`src/design/ddd_pkg.sv`:
```
`timescale 1ns / 1ps
// ----------------------------------------------------------------------------
// ddd_pkg: shared types, constants and calendar functions
// Field widths, year limit, constant division by 100 and month tables
// used by the date difference unit.
// ----------------------------------------------------------------------------
package ddd_pkg;

    localparam int DAY_W   = 5;
    localparam int MONTH_W = 4;
    localparam int YEAR_W  = 14;
    localparam int DN_W    = 23;
    localparam int DIST_W  = 23;

    localparam logic [16:0] MAX_YEAR = 17'd9999;

    localparam logic [MONTH_W-1:0] MONTH_JAN = 4'd1;
    localparam logic [MONTH_W-1:0] MONTH_FEB = 4'd2;
    localparam logic [MONTH_W-1:0] MONTH_MAR = 4'd3;
    localparam logic [MONTH_W-1:0] MONTH_APR = 4'd4;
    localparam logic [MONTH_W-1:0] MONTH_JUN = 4'd6;
    localparam logic [MONTH_W-1:0] MONTH_SEP = 4'd9;
    localparam logic [MONTH_W-1:0] MONTH_NOV = 4'd11;
    localparam logic [MONTH_W-1:0] MONTH_DEC = 4'd12;

    localparam logic [DN_W-1:0] DAYS_PER_YEAR = 23'd365;

    localparam logic signed [DIST_W:0] DIST_MAX = 24'sd4194303;
    localparam logic signed [DIST_W:0] DIST_MIN = -24'sd4194304;

    // x / 100 as x * 5243 >> 19, exact for x below 43690
    localparam logic [32:0] DIV100_MUL   = 33'd5243;
    localparam int          DIV100_SHIFT = 19;

    typedef struct packed {
        logic [DAY_W-1:0]   day;
        logic [MONTH_W-1:0] month;
        logic [YEAR_W-1:0]  year;
    } ddd_date_t;

    typedef struct packed {
        logic            ok;
        logic [DN_W-1:0] day_num;
    } ddd_conv_t;

    function automatic logic [YEAR_W-1:0] div100(input logic [YEAR_W-1:0] x);
        logic [32:0] prod;
        prod = 33'(x) * DIV100_MUL;
        return YEAR_W'(prod >> DIV100_SHIFT);
    endfunction

    function automatic logic [DAY_W-1:0] month_length(input logic [MONTH_W-1:0] m,
                                                      input logic leap);
        logic [DAY_W-1:0] len;
        len = 5'd31;
        if (m == MONTH_FEB)
        begin
            len = leap ? 5'd29 : 5'd28;
        end
        else if (m == MONTH_APR || m == MONTH_JUN || m == MONTH_SEP || m == MONTH_NOV)
        begin
            len = 5'd30;
        end
        return len;
    endfunction

    // days before the month in a year that starts in March
    function automatic logic [8:0] month_offset(input logic [MONTH_W-1:0] mp);
        logic [8:0] off;
        case (mp)
            4'd0:    off = 9'd0;
            4'd1:    off = 9'd31;
            4'd2:    off = 9'd61;
            4'd3:    off = 9'd92;
            4'd4:    off = 9'd122;
            4'd5:    off = 9'd153;
            4'd6:    off = 9'd184;
            4'd7:    off = 9'd214;
            4'd8:    off = 9'd245;
            4'd9:    off = 9'd275;
            4'd10:   off = 9'd306;
            4'd11:   off = 9'd337;
            default: off = 9'd0;
        endcase
        return off;
    endfunction

endpackage

```
`src/design/ddd_if.sv`:
```
`timescale 1ns / 1ps
// ----------------------------------------------------------------------------
// ddd_if: date pair and result channels
// Valid/ready channels carrying two calendar dates in and one signed
// day distance with an error flag out.
// ----------------------------------------------------------------------------
interface ddd_dates_if;
    logic                         valid;
    logic                         ready;
    logic [ddd_pkg::DAY_W-1:0]    first_day;
    logic [ddd_pkg::MONTH_W-1:0]  first_month;
    logic [ddd_pkg::YEAR_W-1:0]   first_year;
    logic [ddd_pkg::DAY_W-1:0]    second_day;
    logic [ddd_pkg::MONTH_W-1:0]  second_month;
    logic [ddd_pkg::YEAR_W-1:0]   second_year;

    modport source (
        output valid, first_day, first_month, first_year,
               second_day, second_month, second_year,
        input  ready
    );
    modport sink (
        input  valid, first_day, first_month, first_year,
               second_day, second_month, second_year,
        output ready
    );
endinterface

interface ddd_result_if;
    logic                             valid;
    logic                             ready;
    logic signed [ddd_pkg::DIST_W-1:0] day_distance;
    logic                             bad_date;

    modport source (
        output valid, day_distance, bad_date,
        input  ready
    );
    modport sink (
        input  valid, day_distance, bad_date,
        output ready
    );
endinterface

```
`src/design/date_difference_days_unit.sv`:
```
`timescale 1ns / 1ps
// ----------------------------------------------------------------------------
// date_difference_days_unit: signed day count between two dates
// Accepts a pair of Gregorian dates and returns second minus first in
// days, with a flag for an impossible date.
// ----------------------------------------------------------------------------
// Takes one date pair per cycle while dates.ready is high and returns
// its result through the input register, where both dates are checked and
// turned into day numbers, then through the result register after the
// subtraction. The throughput is one beat per clock; dates.ready falls
// only while the result register holds a beat that result.ready refuses
// and the input register is full. bad_date forces day_distance to zero.
module date_difference_days_unit (
    input  logic               clk,
    input  logic               rst_n,
    ddd_dates_if.sink          dates,
    ddd_result_if.source       result
);

    logic                                s1_valid_reg;
    logic                                s1_valid_next;
    ddd_pkg::ddd_date_t                  s1_first_reg;
    ddd_pkg::ddd_date_t                  s1_second_reg;
    logic                                out_valid_reg;
    logic                                out_valid_next;
    logic signed [ddd_pkg::DIST_W-1:0]   out_dist_reg;
    logic signed [ddd_pkg::DIST_W-1:0]   out_dist_next;
    logic                                out_bad_reg;
    logic                                out_bad_next;

    logic                                advance;
    logic                                take;
    ddd_pkg::ddd_conv_t                  conv_first;
    ddd_pkg::ddd_conv_t                  conv_second;
    logic signed [ddd_pkg::DIST_W:0]     diff;

    ddd_day_number u_first (
        .date (s1_first_reg),
        .conv (conv_first)
    );

    ddd_day_number u_second (
        .date (s1_second_reg),
        .conv (conv_second)
    );

    assign advance      = !out_valid_reg || result.ready;
    assign dates.ready  = !s1_valid_reg || advance;
    assign take         = dates.valid && dates.ready;

    always_comb
    begin
        s1_valid_next  = dates.ready ? dates.valid : s1_valid_reg;
        out_valid_next = advance ? s1_valid_reg : out_valid_reg;

        diff = $signed({1'b0, conv_second.day_num}) - $signed({1'b0, conv_first.day_num});

        out_bad_next = !(conv_first.ok && conv_second.ok);
        if (out_bad_next)
        begin
            out_dist_next = '0;
        end
        else if (diff > ddd_pkg::DIST_MAX)
        begin
            out_dist_next = ddd_pkg::DIST_MAX[ddd_pkg::DIST_W-1:0];
        end
        else if (diff < ddd_pkg::DIST_MIN)
        begin
            out_dist_next = ddd_pkg::DIST_MIN[ddd_pkg::DIST_W-1:0];
        end
        else
        begin
            out_dist_next = diff[ddd_pkg::DIST_W-1:0];
        end
    end

    always_ff @(posedge clk or negedge rst_n)
    begin
        if (!rst_n)
        begin
            s1_valid_reg  <= 1'b0;
            out_valid_reg <= 1'b0;
        end
        else
        begin
            s1_valid_reg  <= s1_valid_next;
            out_valid_reg <= out_valid_next;
        end
    end

    // hold the input beat until it moves on
    always_ff @(posedge clk)
    begin
        if (take)
        begin
            s1_first_reg  <= '{day: dates.first_day, month: dates.first_month,
                               year: dates.first_year};
            s1_second_reg <= '{day: dates.second_day, month: dates.second_month,
                               year: dates.second_year};
        end
    end

    always_ff @(posedge clk)
    begin
        if (advance && s1_valid_reg)
        begin
            out_dist_reg <= out_dist_next;
            out_bad_reg  <= out_bad_next;
        end
    end

    assign result.valid        = out_valid_reg;
    assign result.day_distance = out_dist_reg;
    assign result.bad_date     = out_bad_reg;

    a_bad_zero: assert property (@(posedge clk) disable iff (!rst_n)
        out_valid_reg && out_bad_reg |-> out_dist_reg == '0)
        else $error("bad date with nonzero distance");

    a_ready_when_empty: assert property (@(posedge clk) disable iff (!rst_n)
        !out_valid_reg |-> dates.ready)
        else $error("input stalled with empty result register");

    a_advance_delivers: assert property (@(posedge clk) disable iff (!rst_n)
        s1_valid_reg && advance |=> out_valid_reg)
        else $error("beat lost between stages");

    a_same_date_zero: assert property (@(posedge clk) disable iff (!rst_n)
        s1_valid_reg && advance && (s1_first_reg == s1_second_reg)
        |=> out_dist_reg == '0)
        else $error("equal dates give nonzero distance");

endmodule

```
`src/design/ddd_day_number.sv`:
```
`timescale 1ns / 1ps
// ----------------------------------------------------------------------------
// ddd_day_number: date check and day number
// Checks one date against the Gregorian calendar and converts it to a
// day count from a March-based epoch in closed form.
// ----------------------------------------------------------------------------
module ddd_day_number (
    input  ddd_pkg::ddd_date_t date,
    output ddd_pkg::ddd_conv_t conv
);

    logic [ddd_pkg::YEAR_W-1:0]  q100_y;
    logic [ddd_pkg::YEAR_W-1:0]  r100_y;
    logic                        leap;
    logic [ddd_pkg::DAY_W-1:0]   mlen;
    logic                        year_ok;
    logic                        month_ok;
    logic                        day_ok;
    logic [ddd_pkg::YEAR_W-1:0]  ya;
    logic [ddd_pkg::MONTH_W-1:0] mp;
    logic [ddd_pkg::YEAR_W-1:0]  q4;
    logic [ddd_pkg::YEAR_W-1:0]  q100;
    logic [ddd_pkg::YEAR_W-1:0]  q400;

    always_comb
    begin
        q100_y = ddd_pkg::div100(date.year);
        r100_y = date.year - ddd_pkg::YEAR_W'(q100_y * 14'd100);
        leap   = (date.year[1:0] == 2'd0) && ((r100_y != '0) || (q100_y[1:0] == 2'd0));
        mlen   = ddd_pkg::month_length(date.month, leap);

        year_ok  = (date.year != '0) && (17'(date.year) <= ddd_pkg::MAX_YEAR);
        month_ok = (date.month >= ddd_pkg::MONTH_JAN) && (date.month <= ddd_pkg::MONTH_DEC);
        day_ok   = (date.day != '0) && (date.day <= mlen);

        if (date.month < ddd_pkg::MONTH_MAR)
        begin
            ya = date.year - 14'd1;
            mp = date.month + 4'd9;
        end
        else
        begin
            ya = date.year;
            mp = date.month - ddd_pkg::MONTH_MAR;
        end

        q4   = ya >> 2;
        q100 = ddd_pkg::div100(ya);
        q400 = ddd_pkg::div100(q4);

        conv.ok      = year_ok && month_ok && day_ok;
        conv.day_num = ddd_pkg::DN_W'(ya) * ddd_pkg::DAYS_PER_YEAR
                     + ddd_pkg::DN_W'(q4) - ddd_pkg::DN_W'(q100) + ddd_pkg::DN_W'(q400)
                     + ddd_pkg::DN_W'(ddd_pkg::month_offset(mp))
                     + ddd_pkg::DN_W'(date.day);
    end

endmodule
```
`src/flat_wrapper.sv`:
```
// flat-port wrapper written by rule: the top's interface ports become plain ports
module date_difference_days_unit_flat 
  (clk, rst_n, dates_valid, dates_first_day, dates_first_month, dates_first_year, dates_second_day, dates_second_month, dates_second_year, dates_ready, result_valid, result_day_distance, result_bad_date, result_ready);
  ddd_dates_if dates_i ();
  ddd_result_if result_i ();
  input  logic clk;
  input  logic rst_n;
  input wire logic [$bits(dates_i.valid)-1:0] dates_valid;
  input wire logic [$bits(dates_i.first_day)-1:0] dates_first_day;
  input wire logic [$bits(dates_i.first_month)-1:0] dates_first_month;
  input wire logic [$bits(dates_i.first_year)-1:0] dates_first_year;
  input wire logic [$bits(dates_i.second_day)-1:0] dates_second_day;
  input wire logic [$bits(dates_i.second_month)-1:0] dates_second_month;
  input wire logic [$bits(dates_i.second_year)-1:0] dates_second_year;
  output wire logic [$bits(dates_i.ready)-1:0] dates_ready;
  output wire logic [$bits(result_i.valid)-1:0] result_valid;
  output wire logic [$bits(result_i.day_distance)-1:0] result_day_distance;
  output wire logic [$bits(result_i.bad_date)-1:0] result_bad_date;
  input wire logic [$bits(result_i.ready)-1:0] result_ready;
  assign dates_i.valid = dates_valid;
  assign dates_i.first_day = dates_first_day;
  assign dates_i.first_month = dates_first_month;
  assign dates_i.first_year = dates_first_year;
  assign dates_i.second_day = dates_second_day;
  assign dates_i.second_month = dates_second_month;
  assign dates_i.second_year = dates_second_year;
  assign dates_ready = dates_i.ready;
  assign result_valid = result_i.valid;
  assign result_day_distance = result_i.day_distance;
  assign result_bad_date = result_i.bad_date;
  assign result_i.ready = result_ready;
  date_difference_days_unit u_core (.clk(clk), .rst_n(rst_n), .dates(dates_i), .result(result_i));
endmodule
```
`config.mk`:
```
export PLATFORM = sky130hd
export DESIGN_NAME = date_difference_days_unit_flat
export DESIGN_NICKNAME = d
export VERILOG_FILES = /design/src/design/ddd_pkg.sv /design/src/design/ddd_if.sv /design/src/design/date_difference_days_unit.sv /design/src/design/ddd_day_number.sv /design/src/flat_wrapper.sv
export SDC_FILE = /design/constraint.sdc
export NUM_CORES = 1
export LEC_CHECK = 0
export ABC_AREA = 1
export BUFFER_PORTS_ARGS = -buffer_cell sky130_fd_sc_hd__buf_2
export CAP_MARGIN = 15
export CORE_MARGIN = 3
export CORE_UTILIZATION = 40
export DETAILED_ROUTE_END_ITERATION = 6
export GPL_ROUTABILITY_DRIVEN = 0
export MAX_ROUTING_LAYER = met4
export PLACE_DENSITY = 0.54
export SYNTH_ARGS = -nofsm -noshare
export SYNTH_HDL_FRONTEND = slang
export SYNTH_HIERARCHICAL = 1
export SYNTH_SLANG_ARGS = --single-unit
```
`constraint.sdc`:
```
create_clock -name clk -period 17.3 [get_ports clk]
set_input_delay 1.73 -clock clk [delete_from_list [all_inputs] [get_ports clk]]
set_output_delay 1.73 -clock clk [all_outputs]
set_load 0.01 [all_outputs]
```
## After elaboration in Yosys (flattened, before gate mapping)

Memories as Yosys holds them, arrays and structs flattened.
Cells that the tools add are included.

| storage, ports and cells | value |
|---|---|
| bits in read-only memories | 288 |
| input port bits | 50 |
| memories | 2 |
| register bits after elaboration | 72 |
| output and inout port bits | 26 |

| cells by class | value |
|---|---|
| $add $sub $neg | 19 |
| bitwise logic cells | 1 |
| order comparisons | 12 |
| multiply operators | 10 |
| equal/unequal tests | 10 |
| multiplexer cells | 12 |
| reduce and logical (&&, ||, !) cells | 39 |

Memory list:

| memory | words | width | read ports | clocked after memory_dff | wr ports | RTL line | source |
|---|---|---|---|---|---|---|---|
| (name not given) | 16 | 9 | 1 | 0 | 0 | ddd_pkg.sv:70 | `case (mp)` |
| (name not given) | 16 | 9 | 1 | 0 | 0 | ddd_pkg.sv:70 |  |

Operators with widths:

| cell | count |
|---|---|
| $mul 14x13->27 const B | 4 |
| $reduce_bool 14->1 | 4 |
| $mul 12x13->25 const B | 2 |
| $add 23x12->23 | 2 |
| $add 23x5->23 | 2 |
| $add 23x6->23 | 2 |
| $add 23x9->23 | 2 |
| $mul 14x9->23 const B | 2 |
| $sub 23x8->23 | 2 |
| $le 14x14->1 const B | 2 |
| $mux 14 | 2 |
| $sub 14x1->14 const B | 2 |
| $sub 14x14->14 | 2 |
| $gt 24x23->1 const B | 1 |
| $lt 24x23->1 const B | 1 |
| $mul 8x5->12 const B | 2 |
| $sub 23x23->24 | 1 |
| $mux 23 | 1 |
| $mux 22 | 1 |
| $eq 4x3->1 const B | 4 |
| $eq 4x4->1 const B | 4 |
| $logic_and 1x1->1 | 15 |
| $le 5x5->1 | 2 |
| $logic_or 1x1->1 | 10 |
| 14 further kinds | 31 |

## Logic depth before layout (Yosys ltp)

| logic depth | value |
|---|---|
| depth in word-level cells | 14 |
| depth in mapped cells | 75 |
| gate-level depth less buffers | 75 |

## Cells and area by module

The synthesis kept the hierarchy.

By module, submodules not included:

| module | area an instance (um^2) | cells each | times used | sequential area each (um^2) |
|---|---|---|---|---|
| ddd_day_number at u_core.u_first | 15,104.5 | 1,697 | 1 | 0.0 |
| ddd_day_number at u_core.u_second | 15,069.5 | 1,696 | 1 | 0.0 |
| date_difference_days_unit | 4,245.3 | 480 | 1 | 2,152.1 |

## Least setup slack after synthesis

OpenSTA, ideal clock, no wires.

| path | value |
|---|---|
| kind | reg-to-reg |
| from | register u_core/s1_first_reg[2] in the netlist's numbering |
| to | register u_core.out_dist_reg (netlist bit u_core/result.day_distance[10]), data pin |
| required time | 17.048 ns |
| setup time | 0.252 ns |
| setup slack | 4.636 ns |
| data arrival time | 12.412 ns |
| buffers on the path | 1 |
| clock period less this slack | 12.664 ns |
| stages on the path, launching flop included | 70 |
| path through | edfxtp_1 > inv_1 > ha_1 > nand2_1 > nand2_1 > nand2_1 > inv_1 > o21bai_1 > or2_2 > xor2_1 > inv_1 > fa_1 > inv_1 > fa_1 > inv_1 > fa_1 > inv_1 > fa_1 > [... 34 more ...] > nand2_2 > nand3_2 > nand2_2 > a21oi_2 > xor2_1 > inv_1 > ha_1 > nand2_1 > inv_1 > nand2_1 > nand2_1 > a21oi_1 > nand3_1 > nand2_2 > nand3_4 > buf_12 > nand3_2 > nand2_1 |

RTL lines:

| what | RTL line | source |
|---|---|---|
| start: declaration | date_difference_days_unit.sv:22 | `ddd_pkg::ddd_date_t s1_first_reg;` |
| start signal: assignment | date_difference_days_unit.sv:96 | `s1_first_reg <= '{day: dates.first_day, month: dates.first_month,` |
| end signal: assignment | date_difference_days_unit.sv:107 | `out_dist_reg <= out_dist_next;` |
| end: declaration | date_difference_days_unit.sv:26 | `logic signed [ddd_pkg::DIST_W-1:0] out_dist_reg;` |

==> results.cfg <==
[outcome]
outcome = finished, final reports clean

[flow_run]
max-cap-violations = 0

[layout]
drive_above_1_share_pct = 6.42
syn_to_final_growth_pct = 6.65
nets = 5373

[critical_path]
crit_fanout = 19
cp.required_ps = 17430
rrSetupSlack_ps = 2920
cp.arrival_ps = 14510
cp-end-kind = flip-flop
start_kind = flip-flop
cp_slowest_stage_delay_ps = 800
cpMostUsedCell = inv_1
reg2reg_depth = 61
r2r-end = u_core/result.day_distance[0]
crit_path_top_delay_cell = xor2_1
path_class = flip-flop to flip-flop
r2r_start = u_core/s1_second_reg[3]

[placed_design]
post-dp-hpwl_um = 74300
io_buffers = 75
post-place-ws_ps = 2850

[grt]
grt_start_max_net_pins = 47
grt_antenna_before_repair = 2
grt_pass1_vias = 25500
overflow = 0
track_usage_pct = 19.8
grt_pass1_wl_um = 136000

[clock_tree]
clock_path_buffers = 2
clkTransAtPathRegs_ps = 70
htree_num_levels = 3
cts_tree = done
cts_resized = 0
postCtsSetupBuffers = 0
cts_buffers = 9
cts_sinks = 72
holdBufCountCts = 0
clock_latency_ps = 390
root_buffer = clkbuf_16

[detailed_routing]
wl_um = 82900
viasPerCell = 4.78
vias = 24500
drt_pre_antenna_iters = 6
drt-initial-drc-count = 1260
antenna_left = 0
drcViolationCount = 0
wl_per_cell_um = 16.2

[synthesis]
synth-seq-area-share_pct = 6.25
synth.most_common_cell = inv_1
syn_avg_cell_area_sq_um = 8.89
yosysTopAreaCell = ha_1
synth_common_cells = inv_1 (1133), ha_1 (825), fa_1 (515), nand2_1 (434), a21oi_1 (160)
syn-cell-area_sq_um = 34400
synth-edff-count = 70
synth_top_area_share_pct = 30.0
yosys-top-cells-area = ha_1 (30%), fa_1 (30%), inv_1 (12%)
synthArstFlopShare_pct = 2.78
syn-num-nets = 5263
ys_seq_elements = 72
yosys_warnings = 6
ys_types = 65
syn_inst = 3873
synthFlopType = edfxtp_1

[sta]
min_period_ps = 14380
drv_slew = 0
worstMarginPinSlew_ps = 1100
setup_tns_ps = 0
setup_viol = 0
finalHoldWorstSlack_ps = 515
relSlewSlack_pct = 26.8
finalWorstSetupSlack_ps = 2920
hold_viol = 0
fmax_ghz = 0.0696
finClkSkew_ps = 11.2
grt_setup_unrepaired = no
fin_crit_sh_pct = 83.1

[floorplanning]
start_util_pct = 40.7
dieWidth_um = 299
num_io_pins = 76
rows = 106
die_y_um = 299
die-area_sq_um = 89600
core_sq_um = 84500

[hold_path]
whs_endpoint = u_core/result.valid
worstHoldPathType = flip-flop to flip-flop
worstHoldPathCells = 2
min_from = u_core/s1_valid_reg
## final cells by class
type,count,area [sq um]
Multi-Input combinational cell,2652,28000
Sequential cell,72,2150
Clock buffer,10,239
Tap cell,1134,1420
Fill cell,8527,47800
Timing Repair Buffer,103,586
Inverter,1145,4300
Clock inverter,6,51.3
Antenna cell,2,5.00
## worst max-delay path, delay by kind of cell (launching register included)
kind,cells,cell delay [ps]
DFF,1,590
adders and majority gates,15,6580
and+or+nand+nor,15,1670
AOI/OAI and AO/OA,16,2720
xor gates and xnor gates,3,1170
buffers and inverters,12,1370
## how the worst max path moves through the flow
| stage | slack [ps] | endpoint | from |
|---|---|---|---|
| 2_1_floorplan | 4640 | u_core/result.day_distance[10] | u_core/s1_first_reg[2] |
| 3_5_place_dp | 2850 | u_core/result.day_distance[0] | u_core/s1_second_reg[3] |
| 4_1_cts | 2800 | u_core/result.day_distance[0] | u_core/s1_second_reg[3] |
| 6_report | 2920 | u_core/result.day_distance[0] | u_core/s1_second_reg[3] |
| 3_3_place_gp | 2980 | u_core/result.day_distance[2] | u_core/s1_second_reg[3] |
| 5_1_grt | 1730 | u_core/result.day_distance[1] | u_core/s1_second_reg[3] |
## per-layer routing
| metal | part of all wire, % | up-vias | global-route usage [%] |
|---|---|---|---|
| met5 | 0 | - | - |
| met4 | 1.4 | 0 | 2.77 |
| li1 | - | 12200 | - |
| met2 | 45 | 428 | 31.1 |
| met3 | 4.1 | 65 | 2.32 |
| met1 | 50 | 11800 | 28.3 |
## metrics by stage
stage	util [%]	instances	instance area, sq um
2_1_floorplan	-	3873	34400
3_3_place_gp	43.1	5106	36400
3_5_place_dp	43.1	5106	36400
4_1_cts	43.4	5122	36700
5_1_grt	43.4	5122	36700
6_report	43.4	5124	36700
## cells by family (layout without fill, tap and decap cells)
group	Yosys count	after routing	share of synthesized area, %
other	0	2	0
buffers and inverters	1149	1264	12.6
DFF	72	72	6.25
xor gates and xnor gates	166	166	4.35
and+or+nand+nor	800	800	10.7
AOI/OAI and AO/OA	346	346	6.09
adders and majority gates	1340	1340	59.9
## cell usage in the layout, fill, tap and decap left out, types with 20 or more instances in the layout
cell,netlist,layout
a21o_1,23,23
nand3_1,111,111
nand2_2,33,33
edfxtp_1,70,70
buf_2,0,75
inv_1,1133,1132
a21oi_1,160,159
nand4_1,25,25
xnor2_1,51,51
nor2_1,113,113
o21ai_0,66,65
nand2_1,434,434
xor2_1,112,109
nand3_2,20,20
ha_1,825,825
buf_4,2,28
fa_1,515,515
Power is left out: the tool's default activity adds up to more than one toggle a clock period on the data nets, which glitch-free logic cannot reach.
